===== src/rtl/hbad_ram.sv =====
// Single port synchronous byte RAM with registered read data.
`default_nettype none

module hbad_ram #(
    parameter int DEPTH = 256,
    parameter int AW    = $clog2(DEPTH)
) (
    input  wire logic          i_clk,
    input  wire logic          i_en,
    input  wire logic          i_we,
    input  wire logic [AW-1:0] i_addr,
    input  wire logic [7:0]    i_wdata,
    output logic [7:0]         o_rdata
);

    logic [7:0] r_mem [DEPTH];
    logic [7:0] r_rdata;

    // Write or read one byte; the read data holds until the next read.
    always_ff @(posedge i_clk) begin
        if (i_en) begin
            if (i_we) begin
                r_mem[i_addr] <= i_wdata;
            end else begin
                r_rdata <= r_mem[i_addr];
            end
        end
    end

    assign o_rdata = r_rdata;

endmodule

`default_nettype wire


===== config.mk =====
export PLATFORM = sky130hd
export DESIGN_NAME = hbad_ram
export DESIGN_NICKNAME = d
export VERILOG_FILES = /design/src/rtl/hbad_ram.sv
export SDC_FILE = /design/constraint.sdc
export NUM_CORES = 2
export LEC_CHECK = 0
export BUFFER_PORTS_ARGS = -buffer_cell sky130_fd_sc_hd__buf_2
export CAP_MARGIN = 0
export CORE_MARGIN = 10
export CORE_UTILIZATION = 63
export DETAILED_ROUTE_END_ITERATION = 8
export PLACE_DENSITY = 0.77
export SKIP_CTS_REPAIR_TIMING = 1
export SLEW_MARGIN = 20
export SYNTH_ARGS = -nofsm -noshare
export SYNTH_HDL_FRONTEND = slang
export SYNTH_SLANG_ARGS = --single-unit

===== constraint.sdc =====
create_clock -name i_clk -period 5.3 [get_ports i_clk]
set_clock_uncertainty 0.15 [all_clocks]
set_input_delay 1.06 -clock i_clk [delete_from_list [all_inputs] [get_ports i_clk]]
set_output_delay 1.06 -clock i_clk [all_outputs]
set_load 0.05 [all_outputs]

==> flow_metrics.py <==
metrics = {
    "status": {
        "status": "complete, no violations",
    },
    "die": {
        "io_pins": 27,
        "dieArea_sq_um": 139000,
        "die_w_microns": 373,
        "rows": 129,
        "die_y_microns": 373,
        "core_sq_um": 124000,
        "start_util_pct": 63.4,
    },
    "setup_path": {
        "arrival_ns": 4.42,
        "r2r_slack_ns": 2.28,
        "setup.worst_path.class": "primary input to register",
        "cp-start-kind": "primary input",
        "end_kind": "register",
        "cp.required_ns": 5.66,
        "path_max_fanout": 56,
    },
    "layout": {
        "multi_input_comb_area_sq_um": 15700,
        "final_util_pct": 71.0,
        "instances_no_fill": 5533,
        "syn_to_final_growth_pct": 11.9,
        "fillers": 7005,
        "drive_gt1_share_pct": 26.1,
        "nets": 3760,
        "seq_area_sq_um": 61700,
    },
    "synth": {
        "synthTopCellsByArea": "edfxtp_1 79%, mux4_2 15%, a22oi_1 2.5%",
        "yosysTopAreaCellShare_pct": 78.8,
        "ys_warn_count": 0,
        "ys.flop_type": "edfxtp_1",
        "postSynthCellCount": 3526,
        "ys_types": 21,
        "synth_enable_flop_cells": 2056,
        "syn_area_per_cell_sq_um": 22.2,
        "syn-cell-area_sq_um": 78400,
        "ys_seq_elements": 2056,
        "syn-num-nets": 3545,
        "synth-seq-area-share_pct": 78.8,
        "synthArstFlopShare_pct": 0,
        "synth_top_cell_by_area": "edfxtp_1",
    },
    "timing": {
        "tightestPinTransition_ns": 1.17,
        "min_period_ns": 4.06,
        "report.final.slew_viol_count": 0,
        "fin_crit_sh_pct": 76.6,
        "grt_setup_unrepaired": "no",
        "fin_setup_tns_ns": 0,
        "setup-violations-final": 0,
        "hold_ws_ns": 0.518,
        "relSlewSlack_pct": 21.9,
        "final_hold_viol_count": 0,
        "fmax_mhz": 246,
        "fin_ws_ns": 1.24,
    },
    "routing": {
        "via_count": 39400,
        "drc_errors": 0,
        "wl_per_cell_microns": 34.9,
        "ant_nets": 0,
        "dr.pass1.iters": 5,
        "wl_mm": 193,
        "first_iter_violations": 6215,
        "drt-vias-per-instance": 7.13,
    },
    "global_routing": {
        "grt_pass1_vias": 39800,
        "grt_usage_pct": 27.7,
        "antenna_found_initial": 7,
        "grt_overflow": 0,
        "grt_first_pass_wirelength_mm": 283,
        "grt_max_degree": 162,
    },
    "power_and_ir_drop": {
        "p_int_w": 0.0260,
        "ir_worst_vdd_v": 0.000384,
        "p_sw_share_pct": 20.8,
        "p_sw_w": 0.00683,
        "seqPwrFrac_pct": 54.6,
        "comb_power_share_pct": 4.5,
        "power_density_nw_per_um2": 374,
        "p_clk_share_pct": 40.9,
        "p_leak_nw": 26.9,
    },
    "clock_tree": {
        "clock_latency_ns": 0.83,
        "cts_tree": "yes",
        "cts_root_buffer": "clkbuf_16",
        "cts_sinks": 2056,
        "htreeDepth": 4,
        "path_clk_slew_ns": 0.06,
        "cts_inserted_buffers": 193,
        "clockBufferDepth": 3,
    },
    "placement": {
        "port_buffers": 26,
        "place_hpwl_mm": 108,
        "placed_cells_incl_taps": 5180,
        "gp_congestion": 0.856,
        "pre_cts_slack_ns": 0.355,
    },
    "flow_run": {
        "max_cap_violations": 0,
    },
    "min_path": {
        "hp-class": "primary input to register",
    },
}
[cell usage in the layout, fill, tap and decap left out, types with 3 or more instances in the layout]
| cell | netlist | routed |
|---|---|---|
| clkbuf_16 | 0 | 198 |
| buf_4 | 11 | 194 |
| clkinv_8 | 0 | 7 |
| a21oi_1 | 128 | 128 |
| o41ai_2 | 0 | 3 |
| buf_2 | 41 | 16 |
| o41ai_1 | 32 | 29 |
| buf_8 | 0 | 3 |
| mux4_2 | 512 | 512 |
| nor2b_1 | 7 | 4 |
| buf_12 | 0 | 22 |
| clkinv_2 | 0 | 24 |
| a22oi_1 | 256 | 256 |
| nand3_1 | 4 | 4 |
| nor2_1 | 259 | 258 |
| nand4_1 | 8 | 8 |
| inv_6 | 0 | 3 |
| nand2_1 | 30 | 30 |
| clkbuf_1 | 143 | 49 |
| bufinv_16 | 0 | 15 |
| buf_16 | 0 | 3 |
| clkinv_1 | 0 | 49 |
| clkbuf_8 | 0 | 7 |
| edfxtp_1 | 2056 | 2056 |
[state kept, by name, summed over array words and instances, names as in the netlist]
name and flops:
r_mem 2048, o_rdata 8
[final cells by class]
| class | instances | area share [%] |
|---|---|---|
| tap | 1637 | 2.33 |
| sequential | 2056 | 70.4 |
| multi-input combinational | 1245 | 17.9 |
| timing repair buffer | 245 | 2.51 |
| clock inverter | 102 | 1.06 |
| clock buffer | 247 | 5.86 |
| antenna | 1 | 0.00285 |
[cells by family after synthesis]
family | share of synthesized area [%]
flip-flops | 78.8
AO/OA/AOI/OAI | 3.63
buffers and inverters | 1.28
multiplexers | 14.7
AND/OR/NAND/NOR | 1.61
[final timing paths]
kind | start | cells after the start | end
hold / removal | i_wdata[4] | 1 | r_mem[182][4]$_DFFE_PP_
hold reg to reg | r_mem[65][1]$_DFFE_PP_ | 5 | o_rdata[1]$_DFFE_PP_
setup / recovery | i_addr[0] | 7 | o_rdata[5]$_DFFE_PP_
setup reg to reg | r_mem[175][2]$_DFFE_PP_ | 5 | o_rdata[2]$_DFFE_PP_
[Yosys cell counts, types with 7 or more instances]
cell      number
nor2b_1        7
nand2_1       30
edfxtp_1    2056
o41ai_1       32
a21oi_1      128
a22oi_1      256
nor2_1       259
clkbuf_1     143
buf_1         21
nand4_1        8
buf_6          9
buf_4         11
buf_2         41
mux4_2       512
[metal layers]
layer	part of all wire, %	global-route usage (%)	up-vias
met5	0.033	0	-
met4	4.0	10.6	10
met3	12	7.14	460
met2	48	42.6	2980
met1	36	38.5	20600
li1	-	-	15400
[worst max-delay path, cell delays in order]
cell	delay (ns)
buf_8	0.55
buf_12	0.47
mux4_2	0.58
a22oi_1	0.35
a21oi_1	0.12
o41ai_1	0.96
nand4_1	0.23
[stage by stage]
stage	total power [W]	cell area, sq um
after global routing	0.0336	87700
after global placement	0.0197	81600
after floorplan	0.0190	78400
after detailed placement	0.0197	81600
after CTS	0.0329	87600
final	0.0328	87700
[power groups by stage]
stage | clock network (W) | registers [W] | logic [W]
5_1_grt | 0.0141 | 0.0179 | 0.00153
3_5_place_dp | 0 | 0.0183 | 0.00143
6_report | 0.0134 | 0.0179 | 0.00146
4_1_cts | 0.0135 | 0.0179 | 0.00145
2_1_floorplan | 0 | 0.0183 | 0.000769
3_3_place_gp | 0 | 0.0183 | 0.00138
No activity file was read; power rests on OpenSTA's default activity.
