$ cat src/rtl/hbad_pkg.sv
// Shared types, codes and memory map constants for the bus address decoder.
`default_nettype none

package hbad_pkg;

    // Sizes of the internal byte stores.
    localparam int WORK_RAM_BYTES_C   = 8192;
    localparam int CART_RAM_BYTES_C   = 8192;
    localparam int HIGH_RAM_BYTES_C   = 128;
    localparam int SPRITE_RAM_BYTES_C = 160;

    // Bus command codes.
    localparam logic CMD_READ  = 1'b0;
    localparam logic CMD_WRITE = 1'b1;

    // Memory map landmarks.
    localparam logic [15:0] ADDR_OAM_BASE  = 16'hFE00;
    localparam logic [15:0] ADDR_OAM_END   = 16'hFEA0;
    localparam logic [15:0] ADDR_IO_BASE   = 16'hFF00;
    localparam logic [15:0] ADDR_IRQ_FLAGS = 16'hFF0F;
    localparam logic [15:0] ADDR_VREG_BASE = 16'hFF40;
    localparam logic [15:0] ADDR_BOOT_OFF  = 16'hFF50;
    localparam logic [15:0] ADDR_HRAM_BASE = 16'hFF80;
    localparam logic [15:0] ADDR_IRQ_EN    = 16'hFFFF;
    localparam logic [15:0] ADDR_WRAM_MASK = 16'h1FFF;
    localparam logic [7:0]  BOOT_OFF_KEY   = 8'h01;
    localparam logic [7:0]  OPEN_BUS_BYTE  = 8'hFF;

    // Target codes of a decoded request.
    typedef enum logic [2:0] {
        TGT_INTERNAL = 3'd0,
        TGT_BOOT     = 3'd1,
        TGT_ROM      = 3'd2,
        TGT_VRAM     = 3'd3,
        TGT_VREG     = 3'd4,
        TGT_DROP     = 3'd5
    } t_hbad_target;

    // Request payload.
    typedef struct packed {
        logic        command;
        logic [15:0] address;
        logic [7:0]  write_data;
    } t_hbad_req;

    // Response payload.
    typedef struct packed {
        logic [2:0]  target;
        logic [21:0] target_address;
        logic [7:0]  read_data;
        logic        forward_write;
        logic [7:0]  forward_data;
    } t_hbad_rsp;

    // Decoder controls and the response fields known at decode time.
    typedef struct packed {
        t_hbad_rsp rsp;
        logic      main_en;
        logic      small_en;
        logic      we;
        logic      ie_we;
        logic      if_we;
        logic      boot_clr;
    } t_hbad_dec;

    // Request in flight while the store read completes.
    typedef struct packed {
        t_hbad_rsp rsp;
        logic      rd_main;
        logic      rd_small;
    } t_hbad_s1;

endpackage

`default_nettype wire

$ cat src/rtl/hbad_decode.sv
// Address decoder: maps one bus request onto a target, a store and register updates.
`default_nettype none

module hbad_decode #(
    parameter int CART_RAM_BYTES   = 8192,
    parameter int SPRITE_RAM_BYTES = 160,
    parameter int MAIN_AW          = 14,
    parameter int SMALL_AW         = 9
) (
    input  wire hbad_pkg::t_hbad_req i_req,
    input  wire logic [7:0]          i_rom_bank,
    input  wire logic                i_boot_mapped,
    input  wire logic [7:0]          i_irq_enable,
    input  wire logic [7:0]          i_irq_flags,
    output hbad_pkg::t_hbad_dec      o_dec,
    output logic [MAIN_AW-1:0]       o_main_addr,
    output logic [SMALL_AW-1:0]      o_small_addr
);

    import hbad_pkg::*;

    logic [15:0] a;
    logic        wr;
    logic [12:0] ram_ofs;

    assign a       = i_req.address;
    assign wr      = (i_req.command == CMD_WRITE);
    assign ram_ofs = a[12:0] & ADDR_WRAM_MASK[12:0];

    always_comb begin
        o_dec              = '0;
        o_dec.we           = wr;
        o_dec.rsp.target   = TGT_INTERNAL;
        o_main_addr        = MAIN_AW'(ram_ofs);
        o_small_addr       = SMALL_AW'(a[7:0]);

        // Walk the memory map from the bottom up.
        if (i_boot_mapped && (a[15:8] == 8'h00)) begin
            o_dec.rsp.target         = wr ? TGT_DROP : TGT_BOOT;
            o_dec.rsp.target_address = wr ? '0 : 22'(a);
        end else if (a[15:14] == 2'b00) begin
            o_dec.rsp.target         = wr ? TGT_DROP : TGT_ROM;
            o_dec.rsp.target_address = wr ? '0 : 22'(a);
        end else if (a[15:14] == 2'b01) begin
            // Banked ROM: the bank number forms the upper address bits.
            o_dec.rsp.target         = wr ? TGT_DROP : TGT_ROM;
            o_dec.rsp.target_address = wr ? '0 : {i_rom_bank, a[13:0]};
        end else if (a[15:13] == 3'b100) begin
            o_dec.rsp.target         = TGT_VRAM;
            o_dec.rsp.target_address = 22'(a[12:0]);
            o_dec.rsp.forward_write  = wr;
        end else if (a[15:13] == 3'b101) begin
            // Cartridge RAM sits in the lower half of the main store.
            o_dec.main_en = 1'b1;
        end else if (a < ADDR_OAM_BASE) begin
            // Work RAM and its echo share the upper half of the main store.
            o_dec.main_en = 1'b1;
            o_main_addr   = MAIN_AW'(CART_RAM_BYTES) + MAIN_AW'(ram_ofs);
        end else if (a < ADDR_IO_BASE) begin
            // Sprite RAM; the gap above it reads zero and ignores writes.
            o_dec.small_en = (a < ADDR_OAM_END);
        end else if (a == ADDR_IRQ_EN) begin
            o_dec.ie_we         = wr;
            o_dec.rsp.read_data = i_irq_enable;
        end else if (a >= ADDR_HRAM_BASE) begin
            o_dec.small_en = 1'b1;
            o_small_addr   = SMALL_AW'(SPRITE_RAM_BYTES) + SMALL_AW'(a[6:0]);
        end else if (a == ADDR_IRQ_FLAGS) begin
            o_dec.if_we         = wr;
            o_dec.rsp.read_data = i_irq_flags;
        end else if (a >= ADDR_VREG_BASE) begin
            if (wr && (a == ADDR_BOOT_OFF) && (i_req.write_data == BOOT_OFF_KEY)) begin
                o_dec.boot_clr = 1'b1;
            end else begin
                o_dec.rsp.target         = TGT_VREG;
                o_dec.rsp.target_address = 22'(a);
                o_dec.rsp.forward_write  = wr;
            end
        end else begin
            o_dec.rsp.read_data = OPEN_BUS_BYTE;
        end

        // Writes never return data; forwarded writes carry the byte.
        if (wr) begin
            o_dec.rsp.read_data = '0;
        end
        o_dec.rsp.forward_data = o_dec.rsp.forward_write ? i_req.write_data : '0;
    end

endmodule

`default_nettype wire

$ cat config.mk
export PLATFORM = sky130hd
export DESIGN_NAME = hbad_decode
export DESIGN_NICKNAME = d
export VERILOG_FILES = /design/src/rtl/hbad_pkg.sv /design/src/rtl/hbad_decode.sv
export SDC_FILE = /design/constraint.sdc
export NUM_CORES = 1
export LEC_CHECK = 0
export BUFFER_PORTS_ARGS = -buffer_cell sky130_fd_sc_hd__buf_2
export CORE_AREA = 2 2 59 61
export DETAILED_ROUTE_END_ITERATION = 6
export DIE_AREA = 0 0 61 63
export PLACE_DENSITY = 0.88
export SLEW_MARGIN = 20
export SYNTH_ARGS = -nofsm -noshare
export SYNTH_HDL_FRONTEND = slang
export SYNTH_SLANG_ARGS = --single-unit
$ cat constraint.sdc
create_clock -name vclk -period 1.5
set_input_delay 0.15 -clock vclk [all_inputs]
set_output_delay 0.15 -clock vclk [all_outputs]
set_load 0.01 [all_outputs]
==> impl_metrics.py <==
metrics = {
    "grt": {
        "gr-total-overflow": 0,
        "grtUsageTotal_pct": 19.2,
        "antenna_found_initial": 0,
        "grt_max_degree": 14,
        "grt_pass1_vias": 1398,
        "grt_pass1_wl_um": 6000,
    },
    "sta": {
        "finalCritPeriodShare_pct": 103,
        "max-slew-margin-rel_pct": 79.7,
        "final-setup-viol-count": 10,
        "fin_ws_ns": -0.0484,
        "tns_ns": -0.319,
        "report.final.slew_viol_count": 0,
        "tightestPinTransition_ns": 0.302,
        "hold_viol_final": 0,
        "rsz0062_at_grt": "true",
        "fin_crit_ns": 1.55,
        "fmax_mhz": 646,
    },
    "setup_path": {
        "start_kind": "primary input",
        "critPathTopFamily": "simple AND/OR/NAND/NOR gates",
        "critPathArrivalTime_ns": 1.40,
        "max_stage_delay_ns": 0.30,
        "crit_buf_inv": 3,
        "critPathKind": "in2out",
        "path_cells": "buf_8 > nor4_4 > buf_4 > nand4_4 > a22o_4 > and3_4 > buf_6",
        "crit_required_ns": 1.35,
        "crit_fanout": 8,
        "crit_cells": 7,
        "critical_path.slowest_cell": "a22o_4",
        "endpoint_kind": "primary output",
    },
    "floorplanning": {
        "die_w_um": 61,
        "initial_core_util_pct": 28.6,
        "die_area_mm2": 0.00384,
        "rows": 21,
        "die_h_um": 63,
        "core-area_mm2": 0.00323,
        "ios": 121,
    },
    "finish": {
        "multi_input_area_mm2": 0.00103,
        "antenna_cells": 0,
        "final_area_mm2": 0.00213,
        "fin_util_pct": 66.0,
        "flops_and_latches": 0,
        "regArea_um2": 0,
        "area_growth_pct": 130,
        "clock_buffers": 0,
        "drive_above_1_share_pct": 78.5,
        "n_fill_cell": 281,
        "final_nets": 319,
    },
    "power": {
        "intPower_w": 0.000237,
        "max-vdd-ir-drop_uv": 130,
        "p_seq_share_pct": 0,
        "power_switching_w": 0.000223,
        "power_frac_clock_pct": 0,
        "leakagePower_nw": 1.17,
        "combPwrFrac_pct": 100.0,
        "p_per_area_mw_per_mm2": 216,
        "p_total_w": 0.000460,
        "swShare_pct": 48.5,
    },
    "logic_synthesis": {
        "synth_compound_area_share_pct": 18.6,
        "synthCells": 137,
        "synth_largest_area_cell": "buf_4",
        "synth_top_family_by_area": "simple AND/OR/NAND/NOR gates",
        "syn_nets": 189,
        "synth_xor_area_share_pct": 0.946,
        "ys_seq_area_share_pct": 0,
        "synthTopCellsByArea": "buf_4 16%, and3_1 10%, nor2b_2 7.6%",
        "netlist_area_um2": 926,
        "synth_fa_ha_area_share_pct": 2.70,
        "synth_mux_area_share_pct": 1.22,
        "yosys_warnings": 0,
        "synthSimpleGateAreaFrac_pct": 55.8,
        "synth_cell_type_count": 39,
        "syn_area_per_cell_um2": 6.76,
        "yosysTopAreaCellShare_pct": 16.2,
    },
    "placed_design": {
        "placed_area_mm2": 0.00162,
        "gp_congestion": 0.793,
        "place_ws_ns": -0.207,
        "dpl.hpwl_um": 3160,
        "portBuffers": 121,
    },
    "routing": {
        "drtIter0Drc": 28,
        "antenna_left": 0,
        "wl_per_cell_um": 13.4,
        "vias": 1505,
        "firstDrtPassIters": 4,
        "viasPerCell": 4.84,
        "drc": 0,
        "finalWirelength_um": 4170,
    },
    "run": {
        "cap_violations": 0,
    },
    "worst_hold_path": {
        "min_from": "i_req[20]",
        "hold_depth": 2,
        "hold_class": "in2out",
        "hold_path_end": "o_main_addr[12]",
    },
    "status": {
        "status": "complete, but fails checks",
        "violations": "negative setup slack",
    },
}
[cells in the final DEF, fill, tap and decap left out, drive strengths merged]
| cell type | instances |
|---|---|
| nand3 | 3 |
| mux2 | 1 |
| or4 | 1 |
| nor3 | 5 |
| a31o | 1 |
| nand2 | 14 |
| and4b | 2 |
| nor2b | 8 |
| o21a | 2 |
| o21ai | 4 |
| and3 | 15 |
| nor4b | 1 |
| buf | 154 |
| nor4 | 4 |
| nand4 | 5 |
| or4b | 1 |
| ha | 2 |
| nand2b | 1 |
| and2 | 4 |
| inv | 4 |
| a21boi | 1 |
| nand3b | 1 |
| a22o | 1 |
| or3b | 1 |
| nor2 | 16 |
| a21oi | 3 |
| xnor2 | 1 |
| or3 | 1 |
| o2bb2ai | 8 |
[power by group through the flow]
stage          registers, W  clock network (W)  logic (W)
2_1_floorplan             0                  0   0.000173
3_3_place_gp              0                  0   0.000344
3_5_place_dp              0                  0   0.000351
4_1_cts                   0                  0   0.000392
5_1_grt                   0                  0   0.000495
6_report                  0                  0   0.000460
[synth_stat cells, types with 2 or more instances]
master and instances:
buf_4 20, nand4_1 3, nor2_1 13, a21oi_1 2, nand2_1 14, nor4_1 3
nor2b_2 8, buf_2 3, and4b_1 2, and2_1 3, inv_1 4, o21ai_2 2
o2bb2ai_1 8, nand4_2 2, nor2_2 2, nand3_1 3, nor3_1 4, o21a_1 2
and3_1 15, ha_1 2, clkbuf_1 3, o21ai_0 2
[repair_timing]
| item | CTS | global route |
|---|---|---|
| gates resized for setup | 38 | 51 |
| pin swaps | 15 | 12 |
| gates cloned | 0 | 0 |
| endpoints found under the hold margin | 0 | 0 |
| buffers inserted | 2 | 4 |
| hold buffers | 0 | 0 |
| setup endpoints to repair | 39 | 40 |
[layer usage]
metal | global-route usage [%] | part of all wire (%) | wire (um) | vias up
met4 | 2.99 | 1.9 | 80 | 0
met1 | 22.3 | 36 | 1520 | 697
li1 | - | - | - | 731
met5 | 0 | 0 | 0 | -
met3 | 1.04 | 6.5 | 273 | 6
met2 | 37.1 | 55 | 2300 | 71
[how the worst max path moves through the flow]
stage / slack [ns] / from / end
after floorplan: 0.06 / i_req[23] / o_small_addr[6]
after global placement: -0.17 / i_req[4] / o_dec[6]
after detailed placement: -0.21 / i_req[4] / o_dec[7]
after CTS: -0.02 / i_req[6] / o_dec[9]
after global routing: -0.1 / i_req[6] / o_dec[11]
final: -0.05 / i_req[6] / o_dec[11]
[cell type report]
type	count	share of cell area [%]
Tap cell	46	2.70
Inverter	4	0.704
Timing Repair Buffer	154	48.4
Multi-Input combinational cell	107	48.2
[kinds of logic (layout without fill, tap and decap cells)]
group	after synthesis	in the layout
buf+inv	30	158
simple gates	83	83
xor+xnor	1	1
fa+ha+maj	2	2
compound gates	20	20
mux	1	1
[metrics by stage]
step / hold WS (ns) / instances
floorplan: 0.392 / 137
global placement: 0.518 / 305
detailed placement: 0.527 / 305
CTS: 0.542 / 307
global route: 0.555 / 311
finish: 0.542 / 311
Note: power is estimated with default switching activity, not from simulation.
